**config.mk**
```make
export PLATFORM = sky130hd
export DESIGN_NAME = nibble_cpu_execute_step
export DESIGN_NICKNAME = d
export VERILOG_FILES = /design/src/design/ncpu_pkg.sv /design/src/design/ncpu_datamem.sv /design/src/design/ncpu_exec.sv /design/src/design/ncpu_rsp_queue.sv /design/src/design/nibble_cpu_execute_step.sv
export SDC_FILE = /design/constraint.sdc
export NUM_CORES = 1
export LEC_CHECK = 0
export BUFFER_PORTS_ARGS = -buffer_cell sky130_fd_sc_hd__buf_2
export CORE_MARGIN = 2
export CORE_UTILIZATION = 50
export DETAILED_ROUTE_END_ITERATION = 7
export PLACE_DENSITY_LB_ADDON = 0.3
export REMOVE_ABC_BUFFERS = 1
export SYNTH_ARGS = -nofsm -noshare
export SYNTH_HDL_FRONTEND = slang
export SYNTH_SLANG_ARGS = --single-unit
```
**constraint.sdc**
```tcl
create_clock -name clock -period 3.8 [get_ports clock]
set_input_delay 0.76 -clock clock [delete_from_list [all_inputs] [get_ports clock]]
set_output_delay 0.76 -clock clock [all_outputs]
set_load 0.01 [all_outputs]
```
**src/design/ncpu_pkg.sv**
```systemverilog
// Shared types and constants for the nibble CPU execute step.
// Used by every module in the design folder; depends on nothing.
package ncpu_pkg;

   localparam int RAM_WORDS_DEFAULT = 14;

   localparam logic [3:0] ADDR_IN  = 4'd15;
   localparam logic [3:0] ADDR_OUT = 4'd14;

   typedef enum logic [3:0] {
      OP_HALT = 4'd0,
      OP_ADD  = 4'd1,
      OP_ADIF = 4'd2,
      OP_LAM  = 4'd3,
      OP_LAI  = 4'd4,
      OP_JZ   = 4'd5,
      OP_LBI  = 4'd6,
      OP_LBM  = 4'd7,
      OP_JMP  = 4'd8,
      OP_STO  = 4'd9,
      OP_AND  = 4'd10,
      OP_OR   = 4'd11,
      OP_XOR  = 4'd12,
      OP_NAND = 4'd13,
      OP_NOR  = 4'd14,
      OP_XNOR = 4'd15
   } opcode_type;

   typedef struct packed {
      logic [7:0] instruction;
      logic       input_valid;
      logic [3:0] input_value;
   } req_word_type;

   typedef struct packed {
      logic [3:0] next_pc;
      logic       halted;
      logic [3:0] out_value;
      logic       out_strobe;
      logic [3:0] acc_a;
      logic [3:0] acc_b;
      logic [3:0] alu_out;
   } rsp_word_type;

   typedef struct packed {
      logic [3:0] reg_a;
      logic [3:0] reg_b;
      logic [3:0] reg_o;
      logic [3:0] pc;
      logic [3:0] in_latch;
      logic [3:0] out_latch;
      logic       halt;
   } arch_state_type;

   typedef struct packed {
      logic       en;
      logic [3:0] addr;
      logic [3:0] data;
   } mem_write_type;

endpackage

```
**src/design/ncpu_datamem.sv**
```systemverilog
// Data RAM of the nibble CPU: RAM_WORDS nibbles, cleared by reset.
// Depends on ncpu_pkg. Addresses at or beyond RAM_WORDS read as zero.
module ncpu_datamem #(
   parameter int RAM_WORDS = ncpu_pkg::RAM_WORDS_DEFAULT
) (
   input  logic                   clock,
   input  logic                   reset,
   input  ncpu_pkg::mem_write_type wr,
   input  logic [3:0]             rd_addr,
   output logic [3:0]             rd_data
);
   import ncpu_pkg::*;

   localparam int         IDX_W = (RAM_WORDS > 1) ? $clog2(RAM_WORDS) : 1;
   localparam logic [3:0] DEPTH = 4'(RAM_WORDS);

   logic [3:0] mem_ff [RAM_WORDS];

   always_ff @(posedge clock) begin
      if (reset) begin
         for (int i = 0; i < RAM_WORDS; i++) begin
            mem_ff[i] <= 4'd0;
         end
      end else if (wr.en && (wr.addr < DEPTH)) begin
         mem_ff[wr.addr[IDX_W-1:0]] <= wr.data;
      end
   end

   assign rd_data = (rd_addr < DEPTH) ? mem_ff[rd_addr[IDX_W-1:0]] : 4'd0;

endmodule

```
**src/design/ncpu_exec.sv**
```systemverilog
// Instruction decode and 4-bit ALU: next architectural state from one word.
// Depends on ncpu_pkg. Purely combinational.
module ncpu_exec (
   input  ncpu_pkg::req_word_type   req,
   input  ncpu_pkg::arch_state_type cur,
   input  logic [3:0]               mem_rd_data,
   output ncpu_pkg::arch_state_type nxt,
   output ncpu_pkg::mem_write_type  mem_wr,
   output ncpu_pkg::rsp_word_type   rsp
);
   import ncpu_pkg::*;

   opcode_type op;
   logic [3:0] operand;
   logic [3:0] load_val;
   logic       jumped;
   logic       strobe;

   assign op      = opcode_type'(req.instruction[7:4]);
   assign operand = req.instruction[3:0];

   // I/O addresses shadow the RAM
   always_comb begin
      if (operand == ADDR_IN) begin
         load_val = cur.in_latch;
      end else if (operand == ADDR_OUT) begin
         load_val = cur.out_latch;
      end else begin
         load_val = mem_rd_data;
      end
   end

   always_comb begin
      nxt    = cur;
      mem_wr = '0;
      jumped = 1'b0;
      strobe = 1'b0;
      if (!cur.halt) begin
         unique case (op)
            OP_HALT: nxt.halt  = 1'b1;
            OP_ADD:  nxt.reg_o = cur.reg_a + cur.reg_b;
            OP_ADIF: nxt.reg_o = (cur.reg_a >= cur.reg_b) ? cur.reg_a - cur.reg_b
                                                           : cur.reg_b - cur.reg_a;
            OP_LAM:  nxt.reg_a = load_val;
            OP_LAI:  nxt.reg_a = operand;
            OP_JZ: begin
               if (cur.reg_a == 4'd0) begin
                  nxt.pc = operand;
                  jumped = 1'b1;
               end
            end
            OP_LBI:  nxt.reg_b = operand;
            OP_LBM:  nxt.reg_b = load_val;
            OP_JMP: begin
               nxt.pc = operand;
               jumped = 1'b1;
            end
            OP_STO: begin
               if (operand == ADDR_IN) begin
                  nxt.in_latch = cur.reg_o;
               end else if (operand == ADDR_OUT) begin
                  nxt.out_latch = cur.reg_o;
                  strobe        = 1'b1;
               end else begin
                  mem_wr.en   = 1'b1;
                  mem_wr.addr = operand;
                  mem_wr.data = cur.reg_o;
               end
            end
            OP_AND:  nxt.reg_o = cur.reg_a & cur.reg_b;
            OP_OR:   nxt.reg_o = cur.reg_a | cur.reg_b;
            OP_XOR:  nxt.reg_o = cur.reg_a ^ cur.reg_b;
            OP_NAND: nxt.reg_o = ~(cur.reg_a & cur.reg_b);
            OP_NOR:  nxt.reg_o = ~(cur.reg_a | cur.reg_b);
            OP_XNOR: nxt.reg_o = ~(cur.reg_a ^ cur.reg_b);
         endcase
         if (!jumped) begin
            nxt.pc = cur.pc + 4'd1;
         end
         // new input lands after the instruction, over any store to it
         if (req.input_valid) begin
            nxt.in_latch = req.input_value;
         end
      end
   end

   always_comb begin
      rsp.next_pc    = nxt.pc;
      rsp.halted     = nxt.halt;
      rsp.out_value  = nxt.out_latch;
      rsp.out_strobe = strobe;
      rsp.acc_a      = nxt.reg_a;
      rsp.acc_b      = nxt.reg_b;
      rsp.alu_out    = nxt.reg_o;
   end

endmodule

```
**src/design/ncpu_rsp_queue.sv**
```systemverilog
// Two-entry result queue (head register plus skid) for the response channel.
// Depends on ncpu_pkg. Full only when the skid entry is occupied.
module ncpu_rsp_queue (
   input  logic                   clock,
   input  logic                   reset,
   input  logic                   push,
   input  ncpu_pkg::rsp_word_type push_word,
   output logic                   full,
   output logic                   rsp_valid,
   input  logic                   rsp_stall,
   output ncpu_pkg::rsp_word_type rsp_word
);
   import ncpu_pkg::*;

   logic         head_valid_ff, head_valid_in;
   logic         skid_valid_ff, skid_valid_in;
   rsp_word_type head_ff, head_in;
   rsp_word_type skid_ff, skid_in;
   logic         pop;

   assign pop = head_valid_ff && !rsp_stall;

   always_comb begin
      head_valid_in = head_valid_ff;
      skid_valid_in = skid_valid_ff;
      head_in       = head_ff;
      skid_in       = skid_ff;
      if (pop) begin
         if (skid_valid_ff) begin
            head_in       = skid_ff;
            skid_valid_in = 1'b0;
         end else if (push) begin
            head_in = push_word;
         end else begin
            head_valid_in = 1'b0;
         end
         if (skid_valid_ff && push) begin
            skid_in       = push_word;
            skid_valid_in = 1'b1;
         end
      end else if (push) begin
         if (!head_valid_ff) begin
            head_in       = push_word;
            head_valid_in = 1'b1;
         end else begin
            skid_in       = push_word;
            skid_valid_in = 1'b1;
         end
      end
   end

   always_ff @(posedge clock) begin
      if (reset) begin
         head_valid_ff <= 1'b0;
         skid_valid_ff <= 1'b0;
      end else begin
         head_valid_ff <= head_valid_in;
         skid_valid_ff <= skid_valid_in;
      end
      head_ff <= head_in;
      skid_ff <= skid_in;
   end

   assign full      = skid_valid_ff;
   assign rsp_valid = head_valid_ff;
   assign rsp_word  = head_ff;

`ifndef SYNTHESIS
   a_skid_needs_head: assert property (@(posedge clock) disable iff (reset)
      skid_valid_ff |-> head_valid_ff)
      else $error("skid entry occupied while head is empty");

   a_stalled_head_holds: assert property (@(posedge clock) disable iff (reset)
      (head_valid_ff && rsp_stall) |=> head_valid_ff)
      else $error("stalled head word dropped");

   a_skid_drains_to_head: assert property (@(posedge clock) disable iff (reset)
      (skid_valid_ff && !rsp_stall) |=> (head_valid_ff && !skid_valid_ff))
      else $error("skid word not moved to head on pop");
`endif

endmodule

```
**src/design/nibble_cpu_execute_step.sv**
```systemverilog
// Nibble CPU execute step: one 8-bit instruction per accepted word.
// The result word is registered in the result queue and offered once earlier results have left it.
// Throughput: one instruction per cycle while the result queue is not full; architectural state updates at accept.
// A two-entry result queue lets requests flow while one result waits.
// Reset (synchronous, active high) zeroes A, B, O, pc, I/O latches, RAM, halt.
// Depends on ncpu_pkg, ncpu_exec, ncpu_datamem and ncpu_rsp_queue.
module nibble_cpu_execute_step #(
   parameter int RAM_WORDS = ncpu_pkg::RAM_WORDS_DEFAULT
) (
   input  logic                   clock,
   input  logic                   reset,
   input  logic                   req_valid,
   output logic                   req_stall,
   input  ncpu_pkg::req_word_type req_word,
   output logic                   rsp_valid,
   input  logic                   rsp_stall,
   output ncpu_pkg::rsp_word_type rsp_word
);
   import ncpu_pkg::*;

   arch_state_type state_ff, state_in;
   mem_write_type  mem_wr;
   mem_write_type  mem_wr_gated;
   rsp_word_type   exec_rsp;
   logic [3:0]     mem_rd_data;
   logic           req_accept;
   logic           queue_full;

   // Stall only when both queue entries hold undelivered words
   assign req_stall  = queue_full;
   assign req_accept = req_valid && !req_stall;

   // Decode and execute against the current state in a single pass
   ncpu_exec u_exec (
      .req         (req_word),
      .cur         (state_ff),
      .mem_rd_data (mem_rd_data),
      .nxt         (state_in),
      .mem_wr      (mem_wr),
      .rsp         (exec_rsp)
   );

   // Write the RAM only for a word that is really taken
   always_comb begin
      mem_wr_gated    = mem_wr;
      mem_wr_gated.en = mem_wr.en && req_accept;
   end

   ncpu_datamem #(
      .RAM_WORDS (RAM_WORDS)
   ) u_datamem (
      .clock   (clock),
      .reset   (reset),
      .wr      (mem_wr_gated),
      .rd_addr (req_word.instruction[3:0]),
      .rd_data (mem_rd_data)
   );

   // Architectural registers: advance on every accepted word
   always_ff @(posedge clock) begin
      if (reset) begin
         state_ff <= '0;
      end else if (req_accept) begin
         state_ff <= state_in;
      end
   end

   ncpu_rsp_queue u_rsp_queue (
      .clock     (clock),
      .reset     (reset),
      .push      (req_accept),
      .push_word (exec_rsp),
      .full      (queue_full),
      .rsp_valid (rsp_valid),
      .rsp_stall (rsp_stall),
      .rsp_word  (rsp_word)
   );

`ifndef SYNTHESIS
   a_halt_sticky: assert property (@(posedge clock) disable iff (reset)
      state_ff.halt |=> state_ff.halt)
      else $error("halt flag cleared without reset");

   a_halted_state_frozen: assert property (@(posedge clock) disable iff (reset)
      state_ff.halt |=> $stable(state_ff))
      else $error("architectural state changed after halt");

   a_strobe_not_halted: assert property (@(posedge clock) disable iff (reset)
      (req_accept && exec_rsp.out_strobe) |-> (!state_ff.halt && !exec_rsp.halted))
      else $error("output strobe raised by a halted step");
`endif

endmodule

```
# Word-level counts from Yosys, hierarchy flattened
# Memories as Yosys holds them, arrays and structs flattened.
# Cells that the tools add are included.
# totals
elab_cells,132
ram_bits,56
memories,1
regBits,71
# memory_table
name,depth,width,read_ports,rd_clocked_by_memory_dff,wr,line,source
u_datamem.mem_ff,14,4,1,0,14,ncpu_datamem.sv:17,logic [3:0] mem_ff [RAM_WORDS];
# op_classes
n_eq_ne,21
muxes,53
n_reduce_logical,20
order_cmp,3
add_sub_neg,4
bitwise,7
# op_table
cell,n
two-way mux 22 bit,9
two-way mux 4 bit,12
"equality test 4 bit, second input constant",10
two-way mux 9 bit,4
one-hot mux 4 bit (8 select lines),1
two-way mux 25 bit,1
one-hot mux 4 bit (2 select lines),3
two-way mux 1 bit,21
"equality test 4 x 3 -> 1 bit, second input constant",4
NOT 4 bit,3
nonzero test 2 bit,5
AND reduction 3 bit,3
"equality test 4 x 2 -> 1 bit, second input constant",2
zero test 4 bit,2
"less-than comparator 4 bit, second input constant",2
two-way mux 8 bit,1
"inequality test 2 bit, second input constant",4
subtractor 4 bit,2
logical AND 1 bit,5
"adder 4 x 1 -> 4 bit, second input constant",1
adder 4 bit,1
AND 4 bit,1
"equality test 4 x 1 -> 1 bit, second input constant",1
>= comparator 4 bit,1
other kinds (8),9

# Depth between registers and ports, before layout
# depth
ltp_word,12
mapped_depth,9
mapped_depth_nobuf,9

# Modules after synthesis
# From an unflattened synthesis, not the netlist that was laid out.
# hier_totals
hier_cells,642
area_unflattened_um2,7500.9
# by_module_without_submodules
module,area_each_um2,cells_per_inst,seq_area_each_um2,instances
ncpu_datamem,2736.4,197,1681.6,1
ncpu_rsp_queue,1784.2,82,1361.3,1
ncpu_exec,1757.9,249,0.0,1
nibble_cpu_execute_step,1222.4,114,500.5,1

# Worst setup path before layout
# OpenSTA, ideal clock, no wires.
# synth_timing
kind,input -> register
start,input port req_valid
end,register u_rsp_queue.head_ff (netlist bit u_rsp_queue.rsp_word[0]) (enable)
cell_stages,4
t_arrival_ns,2.328
setup_ns,0.411
setup_slack_ns,1.061
cell_sequence,nand2b_1 -> clkbuf_1 -> clkbuf_1 -> a22oi_1
# synth_via
elab_chain_cells,3
# synth_rtl
item,line,source
"start, declared",nibble_cpu_execute_step.sv:12,"input logic req_valid,"
logical AND 1 bit *,nibble_cpu_execute_step.sv:31,assign req_accept = req_valid && !req_stall;
nonzero test 2 bit (no source line),-,
AND reduction 3 bit (no source line) *,-,
"end signal, assigned",ncpu_rsp_queue.sv:60,head_ff <= head_in;
"end, declared",ncpu_rsp_queue.sv:17,"rsp_word_type head_ff, head_in;"
# Mark *: on every way between the ends. The rest lies on a longest branch, timed or not.
# A chain may end at the register's enable or synchronous reset.

==> run summary <==
Power
- **Power per Cell Area** 464 nW/um^2
- **leakage dissipation** 2.94 nW
- **net load switching power** 0.927 mW
- **clock power share** 43.3%
- **sequential power share** 44.6%
- **Final Total Pwr** 3.65 mW
- **peak supply drop** 0.385 mV
- **internal power summed over all cells** 2.72 mW
- **portion of total power attributed to combinational logic** 12.1%
- **switching power as a share of total power** 25.4%

Setup path
- **Worst Setup Start Kind** flop
- **Crit path depth** 7
- **Critical Path End Type** flop
- **CP max stage delay** 0.59 ns
- **classification of the worst setup path** flop to flop
- **master of the slowest instance on the critical path** sky130_fd_sc_hd__a311oi_1
- **FF-to-FF path depth** 7
- **worst path arrival time** 3.01 ns
- **dominant delay contributor by cell family on the critical path** compound AO/OA/AOI/OAI gates
- **most frequent CP cell** sky130_fd_sc_hd__mux2_2
- **combined buffer and inverter count along the critical path** 1
- **Max FO, Critical Path** 6
- **worst-path cell chain** inv_1, ha_1, mux2_2, o32ai_1, a311oi_1, a31oi_2, mux2_2
- **required time of the worst setup path** 3.97 ns

Clock network
- **clock slew seen by the registers of the worst setup and hold paths** 0.06 ns
- **CTS tree** done
- **post_cts resized** 0
- **maximum level of the CTS H-tree** 4
- **# clock sinks** 127
- **clock buffers created by TritonCTS** 17
- **Clock Tree Root** sky130_fd_sc_hd__clkbuf_16
- **buffer depth of the longest clock path** 2
- **Setup Fix Bufs, Post-CTS** 0
- **insertion delay to the later sink of the worst-skew pair** 0.43 ns
- **CTS hold repair buffers** 0

Global route
- **initial antenna violation count** 0
- **vias in the first global route** 5063
- **All-Layer GR Usage** 24.7%
- **global route total overflow** 0
- **first-pass GRT wire length** 27700 um
- **largest net degree at the start of global routing** 42

Yosys
- **number of enable-type register cells in the synthesized netlist** 100
- **distinct cell type count after synthesis** 76
- **Gate Count Post-Synth** 650
- **main area contributors after synthesis** sky130_fd_sc_hd__edfxtp_1, sky130_fd_sc_hd__dfxtp_1, sky130_fd_sc_hd__mux2i_1, sky130_fd_sc_hd__nor2_1, sky130_fd_sc_hd__mux2_2
- **flip-flop and latch count after synthesis** 127
- **syn avg cell area** 10.8 um^2
- **area share of the leading cell type in the synthesized netlist** 42.8%
- **yosys warns** 0
- **Primary FF master, synth** sky130_fd_sc_hd__edfxtp_1
- **async set-or-reset flop fraction in the synthesized netlist** 0%
- **Yosys top cell by area** sky130_fd_sc_hd__edfxtp_1
- **netlist area before placement** 7020 um^2
- **register area share after synthesis** 50.5%

Route
- **post-route antenna net violation count** 0
- **mean number of vias per cell** 6.17
- **Detailed Route Iter0 Violations** 600
- **Via Count** 5347
- **post-detailed-route wirelength per cell** 20.4 um
- **DRC Markers** 0
- **Routed WL** 17700 um
- **1st-pass router iterations** 5

STA
- **final count of pins violating max slew** 0
- **Worst Max-Slew Pin Slew** 1.14 ns
- **TNS Setup** 0 ns
- **fin crit period** 2.84 ns
- **crit share post-route** 74.7%
- **Final Skew** 0.00821 ns
- **achievable frequency** 352 MHz
- **RSZ-0062 raised after global routing** false
- **Rel. slew slack** 24.2%
- **Setup violations, final** 0
- **Final Hold Violating Endpoints** 0

Die
- **core footprint** 13800 um^2
- **die area** 15000 um^2
- **die width** 122 um
- **std cell rows** 43
- **Die Span Y** 122 um
- **Boundary Pins** 41
- **starting density of the core** 50.9%

Run
- **reported max-cap violation count** 0

Layout
- **Syn-to-layout area delta** 12.0%
- **count of inserted antenna diode cells** 0
- **share of post-route cells with drive strength above 1** 17.3%
- **number of nets in the layout** 710

Run status
- **run status** complete, no violations

Place
- **DP HPWL** 12400 um
- **routability-driven placement congestion ratio** 0.900
- **count of buffers from port buffering** 40

Worst hold path
- **worst min-delay path category** flop to flop
- **depth of the worst hold-timing path** 2

final timing paths:
| check | from | to | slack (ns) |
|---|---|---|---|
| max reg2reg | state_ff[18] | u_rsp_queue.rsp_word[1] | 0.96 |
| max | state_ff[18] | u_rsp_queue.rsp_word[1] | 0.96 |
| min reg2reg | state_ff[5] | state_ff[5] | 0.50 |
| min | state_ff[5] | state_ff[5] | 0.50 |
registers in the layout (all words and copies together) (netlist names):
register / flops
u_rsp_queue.skid_ff: 22
u_rsp_queue.rsp_word: 22
u_rsp_queue.full: 1
u_datamem.mem_ff: 56
u_rsp_queue.rsp_valid: 1
state_ff: 25
kinds of logic (layout without fill, tap and decap cells):
group,after synthesis,after routing,synth area share [%]
compound gates,133,133,13.8
xor+xnor,2,2,0.250
fa+ha+maj,19,19,3.71
buf+inv,61,98,4.03
flops,127,127,50.5
mux,61,61,9.27
simple gates,247,247,18.4
synthesized netlist by cell type (3+ instances only):
master / count
sky130_fd_sc_hd__edfxtp_1: 100
sky130_fd_sc_hd__nor2_1: 97
sky130_fd_sc_hd__mux2i_1: 38
sky130_fd_sc_hd__nand2_1: 38
sky130_fd_sc_hd__a21oi_1: 28
sky130_fd_sc_hd__dfxtp_1: 27
sky130_fd_sc_hd__mux2_2: 21
sky130_fd_sc_hd__inv_1: 20
sky130_fd_sc_hd__nand2b_1: 20
sky130_fd_sc_hd__ha_1: 16
sky130_fd_sc_hd__nand3_1: 15
sky130_fd_sc_hd__nor2b_1: 15
sky130_fd_sc_hd__a22oi_1: 13
sky130_fd_sc_hd__buf_2: 13
sky130_fd_sc_hd__clkbuf_1: 13
sky130_fd_sc_hd__a211oi_1: 11
sky130_fd_sc_hd__nor3_1: 11
sky130_fd_sc_hd__o21ai_0: 11
sky130_fd_sc_hd__o22ai_1: 9
sky130_fd_sc_hd__and3_1: 7
sky130_fd_sc_hd__a31oi_1: 6
sky130_fd_sc_hd__buf_1: 6
sky130_fd_sc_hd__buf_4: 6
sky130_fd_sc_hd__nand3b_1: 6
sky130_fd_sc_hd__nor3b_1: 6
sky130_fd_sc_hd__o31ai_1: 6
sky130_fd_sc_hd__and2_1: 5
sky130_fd_sc_hd__o21a_1: 5
sky130_fd_sc_hd__a22oi_2: 4
sky130_fd_sc_hd__a311oi_1: 4
sky130_fd_sc_hd__a32oi_1: 4
sky130_fd_sc_hd__fa_1: 3
sky130_fd_sc_hd__nor4bb_1: 3
sky130_fd_sc_hd__o21ai_1: 3
sky130_fd_sc_hd__o21bai_1: 3
worst register-to-register path, stage by stage, from the launching register on:
cell	delay [ns]
sky130_fd_sc_hd__dfxtp_1	0.49
sky130_fd_sc_hd__inv_1	0.26
sky130_fd_sc_hd__ha_1	0.49
sky130_fd_sc_hd__mux2_2	0.20
sky130_fd_sc_hd__o32ai_1	0.07
sky130_fd_sc_hd__a311oi_1	0.59
sky130_fd_sc_hd__a31oi_2	0.21
sky130_fd_sc_hd__mux2_2	0.30
cell usage in the layout, fill, tap and decap left out, drive strengths merged, types with 13 or more instances in the layout:
master | netlist | final
nor3 | 13 | 13
nand3 | 15 | 15
dfxtp | 27 | 27
inv | 20 | 21
edfxtp | 100 | 100
clkbuf | 13 | 19
ha | 16 | 16
nand2b | 20 | 20
mux2i | 38 | 38
mux2 | 22 | 22
o21ai | 14 | 14
nor2 | 97 | 97
nor2b | 15 | 15
a21oi | 29 | 29
buf | 27 | 45
a22oi | 17 | 17
nand2 | 38 | 38
stage by stage:
stage	util (%)	setup WS, ns	hold slack (ns)	area [um^2]	instances
after detailed placement	52.8	0.700	0.493	7280	835
after global placement	52.8	0.734	0.491	7280	835
after CTS	57.1	1.05	0.500	7860	867
after floorplan	-	1.17	0.473	6810	610
after global routing	57.1	0.854	0.548	7860	867
final	57.1	0.963	0.496	7860	867
power by group through the flow:
| stage | Sequential (mW) | Clock, mW | Combinational (mW) |
|---|---|---|---|
| floorplan | 1.65 | 0 | 0.267 |
| global placement | 1.65 | 0 | 0.422 |
| detailed placement | 1.65 | 0 | 0.435 |
| CTS | 1.63 | 1.59 | 0.437 |
| global route | 1.63 | 1.65 | 0.485 |
| finish | 1.63 | 1.58 | 0.442 |
routing by layer:
metal	share of wire, %	wire length (um)	vias up	GRT usage, %
li1	-	-	2457	-
met1	42	7410	2605	33.3
met2	48	8410	248	38.4
met3	7.9	1400	37	6.09
met4	2.7	480	0	9.48
met5	0	0	-	0
layout make-up:
cell class | count | area, um^2
repair buffers | 45 | 238
clock buffers | 19 | 443
clock inverters | 13 | 140
fillers | 1169 | 5910
inverters | 21 | 78.8
multi-input cells | 462 | 3190
well taps | 180 | 225
flip-flops and latches | 127 | 3540
Power figures use the tool's default switching activity.
